===== src/rtl/lpti_pkg.sv =====
// Shared types and constants for the line versus polygon intersection block.
package lpti_pkg;

  // Field widths fixed by the stream interface.
  localparam int unsigned FieldBits = 24;
  localparam int unsigned IdxBits   = 4;
  localparam int unsigned CntBits   = 5;
  localparam int unsigned DirBits   = 16;

  // Edge parameter: 16 fractional bits, one is exactly 1 << 16.
  localparam int unsigned FacBits = 16;
  localparam logic [FacBits:0] FacOne = {1'b1, {FacBits{1'b0}}};

  // Configuration register indexes.
  localparam logic [1:0] CFG_VERTEX_COUNT = 2'd0;
  localparam logic [1:0] CFG_DIR_X        = 2'd1;
  localparam logic [1:0] CFG_DIR_Y        = 2'd2;

  // Request kinds carried in tuser.
  localparam logic REQ_LOAD  = 1'b0;
  localparam logic REQ_QUERY = 1'b1;

  // What the shared multiplier's product is for.
  typedef enum logic [2:0] {
    TAG_NONE,
    TAG_DEN0,
    TAG_DEN1,
    TAG_NUM0,
    TAG_NUM1,
    TAG_NUM2,
    TAG_SX,
    TAG_SY
  } tag_e;

endpackage


===== src/rtl/lpti_ram.sv =====
// Generic single write port, single read port RAM with registered read data.
module lpti_ram #(
  parameter int unsigned WIDTH = 24,
  parameter int unsigned DEPTH = 16
) (
  input  logic                     clk_i,
  input  logic                     we_i,
  input  logic [$clog2(DEPTH)-1:0] waddr_i,
  input  logic [WIDTH-1:0]         wdata_i,
  input  logic [$clog2(DEPTH)-1:0] raddr_i,
  output logic [WIDTH-1:0]         rdata_o
);

  logic [WIDTH-1:0] mem_q [DEPTH];

  always_ff @(posedge clk_i) begin
    if (we_i) begin
      mem_q[waddr_i] <= wdata_i;
    end
    rdata_o <= mem_q[raddr_i];
  end

endmodule


===== src/rtl/line_polygon_two_intersections_core.sv =====
// Line versus polygon intersection core. Vertices are loaded one per request
// (tuser = 0) into two vertex RAMs; a query (tuser = 1) walks polygon edges
// 0..count-2 against the unbounded line through points A and B, keeps the
// first two crossings with edge parameter in [0,1], tests the closing edge
// only if exactly one crossing was found, and returns both points ordered
// along (dir_x, dir_y), or found = 0. Every request yields one result; a load
// result is all zero. A query holds the core through acceptance and the first
// vertex read, then, per tested edge, a RAM read, five products for the
// denominator and numerator, a range check, a restoring division for the edge
// parameter (skipped for a crossing at the far end of the edge) and two scaling
// products, and last the final ordering. A skipped edge ends after the check;
// the closing edge needs no RAM read. A count below two goes straight to the
// final ordering. The restoring divider for the edge parameter and the single
// shared multiplier set the query time. Vertex slots read by a query must have
// been loaded first; the RAMs have no reset.
module line_polygon_two_intersections_core #(
  parameter int unsigned MAX_VERTICES = 16,
  parameter int unsigned COORD_BITS   = 24
) (
  input  logic          clk_i,
  input  logic          rst_ni,
  // Slave request channel.
  input  logic          s_axis_tvalid,
  output logic          s_axis_tready,
  // [3:0] vertex_index, [27:4] point_a_x, [51:28] point_a_y,
  // [75:52] point_b_x, [99:76] point_b_y, [103:100] zero
  input  logic [103:0]  s_axis_tdata,
  // [0] req_type
  input  logic [0:0]    s_axis_tuser,
  // Master result channel.
  output logic          m_axis_tvalid,
  input  logic          m_axis_tready,
  // [23:0] first_x, [47:24] first_y, [71:48] second_x, [95:72] second_y
  output logic [95:0]   m_axis_tdata,
  // [0] found
  output logic [0:0]    m_axis_tuser,
  // Configuration write port.
  input  logic          cfg_we_i,
  input  logic [1:0]    cfg_idx_i,
  input  logic [15:0]   cfg_data_i
);

  localparam int unsigned CB = COORD_BITS;
  localparam int unsigned D  = CB + 1;          // coordinate differences
  localparam int unsigned P  = 2 * D;           // multiplier product
  localparam int unsigned W  = 2 * CB + 4;      // numerator / divider sums
  localparam int unsigned AW = $clog2(MAX_VERTICES);
  localparam int unsigned CW = $clog2(MAX_VERTICES + 1);
  localparam int unsigned FB = lpti_pkg::FacBits;
  localparam int unsigned FW = lpti_pkg::FieldBits;

  localparam logic [3:0] S_IDLE = 4'd0;
  localparam logic [3:0] S_RDW  = 4'd1;
  localparam logic [3:0] S_RDN  = 4'd2;
  localparam logic [3:0] S_CALC = 4'd3;
  localparam logic [3:0] S_CHK  = 4'd4;
  localparam logic [3:0] S_DIV  = 4'd5;
  localparam logic [3:0] S_SCL  = 4'd6;
  localparam logic [3:0] S_NEXT = 4'd7;
  localparam logic [3:0] S_FIN  = 4'd8;

  // Input field to internal coordinate: low CB bits, sign extended.
  function automatic logic signed [CB-1:0] to_c(input logic [FW-1:0] v);
    logic [CB+FW-1:0] w;
    w = {{CB{v[FW-1]}}, v};
    return w[CB-1:0];
  endfunction

  // Internal coordinate to output field: low bits, zero filled.
  function automatic logic [FW-1:0] to_o(input logic [CB-1:0] v);
    logic [CB+FW-1:0] w;
    w = {{FW{1'b0}}, v};
    return w[FW-1:0];
  endfunction

  function automatic logic signed [D-1:0] ext(input logic signed [CB-1:0] v);
    return {v[CB-1], v};
  endfunction

  function automatic logic signed [D-1:0] absd(input logic signed [D-1:0] v);
    return v[D-1] ? -v : v;
  endfunction

  // Request fields.
  logic               req_type;
  logic [3:0]         req_idx;
  logic signed [CB-1:0] in_ax, in_ay, in_bx, in_by;
  assign req_type = s_axis_tuser[0];
  assign req_idx  = s_axis_tdata[3:0];
  assign in_ax    = to_c(s_axis_tdata[27:4]);
  assign in_ay    = to_c(s_axis_tdata[51:28]);
  assign in_bx    = to_c(s_axis_tdata[75:52]);
  assign in_by    = to_c(s_axis_tdata[99:76]);

  // Configuration registers.
  logic [4:0]         vc_q;
  logic signed [15:0] dirx_q, diry_q;

  always_ff @(posedge clk_i or negedge rst_ni) begin
    if (!rst_ni) begin
      vc_q   <= '0;
      dirx_q <= '0;
      diry_q <= 16'sd16384;
    end else if (cfg_we_i) begin
      unique case (cfg_idx_i)
        lpti_pkg::CFG_VERTEX_COUNT: vc_q   <= cfg_data_i[4:0];
        lpti_pkg::CFG_DIR_X:        dirx_q <= cfg_data_i;
        lpti_pkg::CFG_DIR_Y:        diry_q <= cfg_data_i;
        default: ;
      endcase
    end
  end

  // Vertex RAMs.
  logic          s_acc;
  logic          ram_we;
  logic [AW-1:0] ram_waddr, ram_raddr;
  logic [CB-1:0] ram_rx, ram_ry;
  logic [AW+3:0] widx_ext;
  logic [CB-1:0] in_ax_u, in_ay_u;

  assign s_acc     = s_axis_tvalid && s_axis_tready;
  assign widx_ext  = {{AW{1'b0}}, req_idx};
  assign ram_waddr = widx_ext[AW-1:0];
  assign ram_we    = s_acc && (req_type == lpti_pkg::REQ_LOAD) &&
                     (widx_ext < (AW+4)'(MAX_VERTICES));
  assign in_ax_u   = in_ax;
  assign in_ay_u   = in_ay;

  lpti_ram #(.WIDTH(CB), .DEPTH(MAX_VERTICES)) u_ram_x (
    .clk_i, .we_i(ram_we), .waddr_i(ram_waddr), .wdata_i(in_ax_u),
    .raddr_i(ram_raddr), .rdata_o(ram_rx)
  );
  lpti_ram #(.WIDTH(CB), .DEPTH(MAX_VERTICES)) u_ram_y (
    .clk_i, .we_i(ram_we), .waddr_i(ram_waddr), .wdata_i(in_ay_u),
    .raddr_i(ram_raddr), .rdata_o(ram_ry)
  );

  // Control state.
  logic [3:0]    state_q, state_d;
  logic [2:0]    step_q, step_d;
  logic [3:0]    cnt_q, cnt_d;
  logic [AW-1:0] idx_q, idx_d;
  logic [CW-1:0] n_q, n_d;
  logic [1:0]    hits_q, hits_d;
  logic          closing_q, closing_d;
  logic          ovalid_q, ovalid_d;
  lpti_pkg::tag_e mtag_q, mtag_d, ptag_q, ptag_d;

  // Datapath.
  logic signed [CB-1:0] qax_q, qay_q, qbx_q, qby_q, qax_d, qay_d, qbx_d, qby_d;
  logic signed [CB-1:0] ax_q, ay_q, bx_q, by_q, ax_d, ay_d, bx_d, by_d;
  logic signed [CB-1:0] fx_q, fy_q, fx_d, fy_d;
  logic signed [CB-1:0] p0x_q, p0y_q, p1x_q, p1y_q, p0x_d, p0y_d, p1x_d, p1y_d;
  logic signed [CB-1:0] px_q, py_q, px_d, py_d;
  logic signed [D-1:0]  mula_q, mulb_q, mula_d, mulb_d;
  logic signed [P-1:0]  prod_q, prod_d;
  logic signed [W-1:0]  den_q, num_q, r_q, den_d, num_d, r_d;
  logic [FB:0]          fac_q, fac_d;
  logic                 ofound_q, ofound_d;
  logic [FW-1:0]        o0x_q, o0y_q, o1x_q, o1y_q, o0x_d, o0y_d, o1x_d, o1y_d;

  assign ram_raddr     = idx_q;
  assign s_axis_tready = (state_q == S_IDLE) && (!ovalid_q || m_axis_tready);
  assign m_axis_tvalid = ovalid_q;
  assign m_axis_tuser  = ofound_q;
  assign m_axis_tdata  = {o1y_q, o1x_q, o0y_q, o0x_q};

  always_comb begin
    logic signed [W-1:0]  pw, dm, nn, r2;
    logic signed [D-1:0]  dxv, dyv, mx, ddx, ddy;
    logic [D+FB:0]        fac_ext;
    logic [CW+4:0]        vc_ext;
    logic [CW-1:0]        ncl;
    logic [CW+AW:0]       nxt, nlim;
    logic [16:0]          mdx, mdy;
    logic                 swap;

    state_d = state_q;  step_d = step_q;  cnt_d = cnt_q;  idx_d = idx_q;
    n_d = n_q;  hits_d = hits_q;  closing_d = closing_q;  ovalid_d = ovalid_q;
    qax_d = qax_q;  qay_d = qay_q;  qbx_d = qbx_q;  qby_d = qby_q;
    ax_d = ax_q;  ay_d = ay_q;  bx_d = bx_q;  by_d = by_q;  fx_d = fx_q;  fy_d = fy_q;
    p0x_d = p0x_q;  p0y_d = p0y_q;  p1x_d = p1x_q;  p1y_d = p1y_q;
    px_d = px_q;  py_d = py_q;  den_d = den_q;  num_d = num_q;  r_d = r_q;
    fac_d = fac_q;  ofound_d = ofound_q;
    o0x_d = o0x_q;  o0y_d = o0y_q;  o1x_d = o1x_q;  o1y_d = o1y_q;
    mula_d = '0;  mulb_d = '0;  mtag_d = lpti_pkg::TAG_NONE;

    // Shared multiplier, one product per cycle.
    prod_d = mula_q * mulb_q;
    ptag_d = mtag_q;

    dxv     = ext(bx_q) - ext(ax_q);
    dyv     = ext(by_q) - ext(ay_q);
    fac_ext = {{D{1'b0}}, fac_q};
    pw      = {{(W-P){prod_q[P-1]}}, prod_q};
    mx      = prod_q[FB+D-1:FB];

    // Accumulate products as they come out of the multiplier.
    unique case (ptag_q)
      lpti_pkg::TAG_DEN0: den_d = pw;
      lpti_pkg::TAG_DEN1: den_d = den_q + pw;
      lpti_pkg::TAG_NUM0: num_d = pw;
      lpti_pkg::TAG_NUM1,
      lpti_pkg::TAG_NUM2: num_d = num_q + pw;
      lpti_pkg::TAG_SX: begin
        ddx  = ext(ax_q) + (dxv[D-1] ? -mx : mx);
        px_d = ddx[CB-1:0];
      end
      lpti_pkg::TAG_SY: begin
        ddy  = ext(ay_q) + (dyv[D-1] ? -mx : mx);
        py_d = ddy[CB-1:0];
      end
      default: ;
    endcase

    ddx = '0;  ddy = '0;
    dm = den_q[W-1] ? -den_q : den_q;
    nn = den_q[W-1] ? -num_q : num_q;
    r2 = {r_q[W-2:0], 1'b0};
    vc_ext = {{CW{1'b0}}, vc_q};
    ncl    = (vc_ext > (CW+5)'(MAX_VERTICES)) ? CW'(MAX_VERTICES) : vc_ext[CW-1:0];
    nxt    = {{(CW+1){1'b0}}, idx_q} + (CW+AW+1)'(1);
    nlim   = {{(AW+1){1'b0}}, n_q};
    mdx    = dirx_q[15] ? -{dirx_q[15], dirx_q} : {dirx_q[15], dirx_q};
    mdy    = diry_q[15] ? -{diry_q[15], diry_q} : {diry_q[15], diry_q};
    swap   = 1'b0;

    if (ovalid_q && m_axis_tready) begin
      ovalid_d = 1'b0;
    end

    unique case (state_q)
      S_IDLE: begin
        if (s_acc) begin
          if (req_type == lpti_pkg::REQ_LOAD) begin
            ovalid_d = 1'b1;
            ofound_d = 1'b0;
            o0x_d = '0;  o0y_d = '0;  o1x_d = '0;  o1y_d = '0;
          end else begin
            qax_d = in_ax;  qay_d = in_ay;  qbx_d = in_bx;  qby_d = in_by;
            n_d = ncl;  hits_d = '0;  closing_d = 1'b0;  idx_d = '0;
            state_d = (ncl < CW'(2)) ? S_FIN : S_RDW;
          end
        end
      end
      S_RDW: state_d = S_RDN;
      S_RDN: begin
        if (idx_q == '0) begin
          ax_d = ram_rx;  ay_d = ram_ry;  fx_d = ram_rx;  fy_d = ram_ry;
          idx_d = AW'(1);
          state_d = S_RDW;
        end else begin
          bx_d = ram_rx;  by_d = ram_ry;
          step_d = '0;
          state_d = S_CALC;
        end
      end
      S_CALC: begin
        // a = edge start, b = edge end, A/B = query points.
        unique case (step_q)
          3'd0: begin
            mula_d = dyv;  mulb_d = ext(qbx_q) - ext(qax_q);  mtag_d = lpti_pkg::TAG_DEN0;
          end
          3'd1: begin
            mula_d = ext(qay_q) - ext(qby_q);  mulb_d = dxv;  mtag_d = lpti_pkg::TAG_DEN1;
          end
          3'd2: begin
            mula_d = ext(qbx_q);  mulb_d = ext(qay_q) - ext(ay_q);
            mtag_d = lpti_pkg::TAG_NUM0;
          end
          3'd3: begin
            mula_d = ext(qax_q);  mulb_d = ext(ay_q) - ext(qby_q);
            mtag_d = lpti_pkg::TAG_NUM1;
          end
          3'd4: begin
            mula_d = ext(ax_q);  mulb_d = ext(qby_q) - ext(qay_q);
            mtag_d = lpti_pkg::TAG_NUM2;
          end
          default: ;
        endcase
        step_d = step_q + 3'd1;
        if (step_q == 3'd6) begin
          state_d = S_CHK;
        end
      end
      S_CHK: begin
        den_d = dm;
        step_d = '0;
        cnt_d = '0;
        if (den_q == '0 || nn[W-1] || nn > dm) begin
          state_d = S_NEXT;
        end else if (nn == dm) begin
          fac_d = lpti_pkg::FacOne;
          state_d = S_SCL;
        end else begin
          r_d = nn;
          fac_d = '0;
          state_d = S_DIV;
        end
      end
      S_DIV: begin
        // Restoring division, one quotient bit per cycle.
        if (r2 >= den_q) begin
          r_d = r2 - den_q;
          fac_d = {fac_q[FB-1:0], 1'b1};
        end else begin
          r_d = r2;
          fac_d = {fac_q[FB-1:0], 1'b0};
        end
        cnt_d = cnt_q + 4'd1;
        if (cnt_q == 4'd15) begin
          state_d = S_SCL;
        end
      end
      S_SCL: begin
        unique case (step_q)
          3'd0: begin
            mula_d = absd(dxv);  mulb_d = fac_ext[D-1:0];  mtag_d = lpti_pkg::TAG_SX;
          end
          3'd1: begin
            mula_d = absd(dyv);  mulb_d = fac_ext[D-1:0];  mtag_d = lpti_pkg::TAG_SY;
          end
          default: ;
        endcase
        step_d = step_q + 3'd1;
        if (step_q == 3'd4) begin
          if (hits_q == 2'd0) begin
            p0x_d = px_q;  p0y_d = py_q;  hits_d = 2'd1;
          end else begin
            p1x_d = px_q;  p1y_d = py_q;  hits_d = 2'd2;
          end
          state_d = S_NEXT;
        end
      end
      S_NEXT: begin
        if (closing_q || hits_q == 2'd2) begin
          state_d = S_FIN;
        end else if (nxt < nlim) begin
          ax_d = bx_q;  ay_d = by_q;
          idx_d = idx_q + AW'(1);
          state_d = S_RDW;
        end else if (hits_q == 2'd1) begin
          // Closing edge from the last vertex back to vertex zero.
          ax_d = bx_q;  ay_d = by_q;  bx_d = fx_q;  by_d = fy_q;
          closing_d = 1'b1;
          step_d = '0;
          state_d = S_CALC;
        end else begin
          state_d = S_FIN;
        end
      end
      S_FIN: begin
        ddx = ext(p1x_q) - ext(p0x_q);
        ddy = ext(p1y_q) - ext(p0y_q);
        if (mdx > mdy) begin
          swap = (ddx != '0) && (ddx[D-1] != dirx_q[15]);
        end else begin
          swap = (ddy != '0) && (ddy[D-1] != diry_q[15]);
        end
        ovalid_d = 1'b1;
        if (hits_q == 2'd2) begin
          ofound_d = 1'b1;
          o0x_d = to_o(swap ? p1x_q : p0x_q);
          o0y_d = to_o(swap ? p1y_q : p0y_q);
          o1x_d = to_o(swap ? p0x_q : p1x_q);
          o1y_d = to_o(swap ? p0y_q : p1y_q);
        end else begin
          ofound_d = 1'b0;
          o0x_d = '0;  o0y_d = '0;  o1x_d = '0;  o1y_d = '0;
        end
        state_d = S_IDLE;
      end
      default: state_d = S_IDLE;
    endcase
  end

  always_ff @(posedge clk_i or negedge rst_ni) begin
    if (!rst_ni) begin
      state_q   <= S_IDLE;
      step_q    <= '0;
      cnt_q     <= '0;
      idx_q     <= '0;
      n_q       <= '0;
      hits_q    <= '0;
      closing_q <= 1'b0;
      ovalid_q  <= 1'b0;
      mtag_q    <= lpti_pkg::TAG_NONE;
      ptag_q    <= lpti_pkg::TAG_NONE;
    end else begin
      state_q   <= state_d;
      step_q    <= step_d;
      cnt_q     <= cnt_d;
      idx_q     <= idx_d;
      n_q       <= n_d;
      hits_q    <= hits_d;
      closing_q <= closing_d;
      ovalid_q  <= ovalid_d;
      mtag_q    <= mtag_d;
      ptag_q    <= ptag_d;
    end
  end

  always_ff @(posedge clk_i) begin
    qax_q <= qax_d;  qay_q <= qay_d;  qbx_q <= qbx_d;  qby_q <= qby_d;
    ax_q <= ax_d;  ay_q <= ay_d;  bx_q <= bx_d;  by_q <= by_d;
    fx_q <= fx_d;  fy_q <= fy_d;
    p0x_q <= p0x_d;  p0y_q <= p0y_d;  p1x_q <= p1x_d;  p1y_q <= p1y_d;
    px_q <= px_d;  py_q <= py_d;
    mula_q <= mula_d;  mulb_q <= mulb_d;  prod_q <= prod_d;
    den_q <= den_d;  num_q <= num_d;  r_q <= r_d;  fac_q <= fac_d;
    ofound_q <= ofound_d;
    o0x_q <= o0x_d;  o0y_q <= o0y_d;  o1x_q <= o1x_d;  o1y_q <= o1y_d;
  end

endmodule

===== config.mk =====
export PLATFORM = sky130hd
export DESIGN_NAME = line_polygon_two_intersections_core
export DESIGN_NICKNAME = d
export VERILOG_FILES = /design/src/rtl/lpti_pkg.sv /design/src/rtl/lpti_ram.sv /design/src/rtl/line_polygon_two_intersections_core.sv
export SDC_FILE = /design/constraint.sdc
export NUM_CORES = 2
export LEC_CHECK = 0
export BUFFER_PORTS_ARGS = -buffer_cell sky130_fd_sc_hd__clkbuf_2
export CORE_MARGIN = 1.5
export CORE_UTILIZATION = 40
export DETAILED_ROUTE_END_ITERATION = 8
export GPL_TIMING_DRIVEN = 0
export RECOVER_POWER = 100
export SYNTH_ARGS = -nofsm -noshare
export SYNTH_HDL_FRONTEND = slang
export SYNTH_SLANG_ARGS = --single-unit

===== constraint.sdc =====
create_clock -name clk_i -period 10.65 [get_ports clk_i]
set_input_delay 0.5325 -clock clk_i [delete_from_list [all_inputs] [get_ports clk_i]]
set_output_delay 0.5325 -clock clk_i [all_outputs]
set_load 0.01 [all_outputs]

==> results.txt <==
Status -> finished, violations left
Failing checks -> max-capacitance violations, max-slew violations
Max-slew violations -> 859
Largest family of logic cells by synthesized area -> adder cells
Area of the multi-input gates -> 57500 sq um
Dpl ws -> 0.349 ns
Unique masters post-synth -> 86
Crit path launch type -> register
Fmax -> 95.9 MHz
R2r endpoint -> prod_q[49]$_DFF_P_
Worst R2R Setup Slack -> 0.22 ns
Max_slew headroom -> -1.71
Mux cell area share after synthesis -> 0.0649
Fin Setup TNS -> 0 ns
Clock Skew -> 0.0616 ns
Cell Area, Synth -> 110000 sq um
Maximum root-to-sink buffer count -> 4
TritonCTS buffer count -> 182
Cells after Synth -> 9691
Worst ir drop on vdd -> 0.229 mV
Largest net degree at the start of global routing -> 80
CP Class -> reg -> reg
Die area -> 278000 sq um
Die H -> 527 microns
Initial Util -> 0.402
Final worst path period need -> 10.43 ns
Drt drc -> 0
Row count -> 192
HPWL after DPL -> 301000 microns
# fillers -> 25300
Most frequent cells in the layout -> edfxtp_1, nand2_1, inv_1
Final WL -> 374000 microns
Required time worst endpoint -> 11.29 ns
Register area share after synthesis -> 0.430
Synth Area in Adders -> 0.195
Clock tree root driver cell -> clkbuf_16
Ys Warns -> 0
Post-synth net total -> 11100
Port Buffer Count -> 222
First-pass GRT wire length -> 538000 microns
Pwr Density -> 260 nW/um^2
CP Capture Type -> register
Main synth FF type -> edfxtp_1
Total gr overflow -> 0
Ports -> 227
Post-synth EDFFs -> 1421
Via count of the first global-routing pass -> 79200
CTS tree -> done
Crit Path Max Fanout -> 10
Area Overhead vs Synth -> 11.2%
Crit. Startpoint -> mula_q[13]$_SDFF_PN0_
Die Width -> 527 microns
DR vias -> 79400
Hold slack -> 0.0926 ns
WL per Instance -> 26.7 microns
# clock sinks -> 1636
Share of cells above drive strength 1 -> 0.0635
Tcrit/Tclk final -> 0.979
Critical path's slowest cell -> a2111oi_1
Antenna viol nets, final -> 0
Commonest non-fill, non-tap cell in the layout -> edfxtp_1
Nets -> 11700
Placed cell count -> 13600
Routability cong. -> 1.02
Drt pass-1 iters -> 7
Post-Synth XOR/XNOR Area -> 0.0477
Final setup viols -> 0
Crit path to -> prod_q[49]$_DFF_P_
Leakage -> 49.1 nW
DR vias/cell -> 5.67
Syn avg cell area -> 11.4 sq um
Clk pin slew, worst setup/hold paths -> 0.07 ns
Simple-gate share of the synthesized area -> 0.107
Final Non-Filler Cells -> 14000
Critical R2R Launch -> mula_q[13]$_SDFF_PN0_
Worst-margin pin slew -> 4.07 ns
Post-CTS setup buffers -> 0
HP Class -> in -> reg
Cell depth of the worst flop-to-flop path -> 28
Initial antenna violation count -> 54
Final hold violations -> 0
Clk Latency, worst-skew pair -> 0.87 ns
FF+latch area -> 47300 sq um
Initial DRC count -> 8000
Synthesis-stage register bit count -> 1636
RSZ-0062 raised after global routing -> no
H-tree Lvls -> 4
Core Region -> 274000 sq um
Max-cap violation count -> 31
Complex-gate fraction of the synthesized area -> 0.109
Worst Path Arrival -> 11.07 ns
GRT Total Usage -> 0.265
Final setup margin -> 0.222 ns
Post-synth ARST share -> 0.0410
Largest stage delay, worst path -> 0.96 ns
where the power goes:
part / internal [W] / switching (W) / total (W) / leakage (nW)
logic: 0.00545 / 0.0107 / 0.0161 / 31.2
clock network: 0.00359 / 0.00267 / 0.00626 / 2.87
registers: 0.00820 / 0.00113 / 0.00934 / 15.0
metal layers:
metal	wire, microns	global-route usage	up-vias
met5	288	0	-
met4	19800	0.123	44
met3	25400	0.0426	692
met2	174000	0.431	3035
met1	155000	0.345	40200
li1	-	-	35400
kinds of logic after synthesis:
logic type               count (synthesis)
buffers and inverters                 1373
flip-flops                            1636
AO/OA/AOI/OAI                         1877
XOR/XNOR                               599
other                                    2
adder cells (fa/ha/maj)               1315
multiplexers                           407
AND/OR/NAND/NOR                       2482
cells in the mapped netlist, types with 74 or more instances:
| cell | number | area, sq um |
|---|---|---|
| clkbuf_1 | 341 | 1280 |
| nand3_1 | 86 | 430 |
| xor2_1 | 205 | 1800 |
| xnor2_1 | 394 | 3450 |
| mux4_2 | 240 | 5410 |
| nor3_1 | 106 | 531 |
| mux2i_1 | 120 | 1200 |
| a21oi_1 | 560 | 2800 |
| o21ai_0 | 416 | 2080 |
| a21o_1 | 233 | 1750 |
| and2_1 | 307 | 1920 |
| fa_1 | 670 | 13400 |
| a211oi_1 | 77 | 578 |
| nor2b_1 | 83 | 519 |
| dfxtp_1 | 148 | 2960 |
| nor2_1 | 465 | 1750 |
| ha_1 | 645 | 8070 |
| edfxtp_1 | 1421 | 42700 |
| inv_1 | 983 | 3690 |
| nand2b_1 | 99 | 619 |
| o21a_1 | 74 | 556 |
| nand2_1 | 1036 | 3890 |
what timing repair did:
item	CTS	global route
hold buffers	65	0
resized for setup	0	1
hold endpoints to repair	152	0
setup endpoints to repair	0	1
per-stage QoR:
stage	utilization	total power [W]	area, sq um
2_1_floorplan	-	0.0192	110000
3_3_place_gp	0.423	0.0251	116000
3_5_place_dp	0.428	0.0253	117000
4_1_cts	0.451	0.0317	124000
5_1_grt	0.447	0.0333	122000
6_report	0.447	0.0317	122000
cell type report:
cell class	instances	area share
sequential	1636	0.387
tap	3589	0.0367
buffer	389	0.0119
multi-input combinational	6682	0.471
inverter	984	0.0302
timing repair buffer	356	0.0150
clock inverter	76	0.00588
antenna	34	0.000696
clock buffer	255	0.0422
worst min-delay path by stage:
| stage | start | end | slack [ns] | depth (start not counted) |
|---|---|---|---|---|
| floorplan | rst_ni | closing_q$_DFFE_PN0P_ | 0.24 | 0 |
| global placement | mtag_q[0]$_DFF_PN0_ | ptag_q[0]$_DFF_PN0_ | 0.34 | 0 |
| detailed placement | mtag_q[0]$_DFF_PN0_ | ptag_q[0]$_DFF_PN0_ | 0.34 | 0 |
| CTS | s_axis_tdata[4] | u_ram_x.mem_q[10][0]$_DFFE_PP_ | 0.03 | 1 |
| global route | s_axis_tdata[0] | u_ram_y.mem_q[4][5]$_DFFE_PP_ | 0.09 | 2 |
| finish | m_axis_tready | m_axis_tvalid$_DFF_PN0_ | 0.09 | 3 |
registers in the layout, indices dropped and copies added, names as in the netlist, 25 cells and up:
signal,cells
u_ram_x.mem_q,384
u_ram_y.mem_q,384
den_q,52
num_q,52
r_q,51
prod_q,50
mula_q,25
mulb_q,25
worst max-delay path, delay by kind of cell, from the launching register on:
family | cells | cell delay, ns
DFF | 1 | 0.64
and+or+nand+nor | 3 | 0.56
buffers and inverters | 8 | 1.19
xor gates and xnor gates | 1 | 0.52
adders and majority gates | 8 | 3.99
AOI/OAI and AO/OA | 8 | 3.30
No activity file was read; power rests on OpenSTA's default activity.
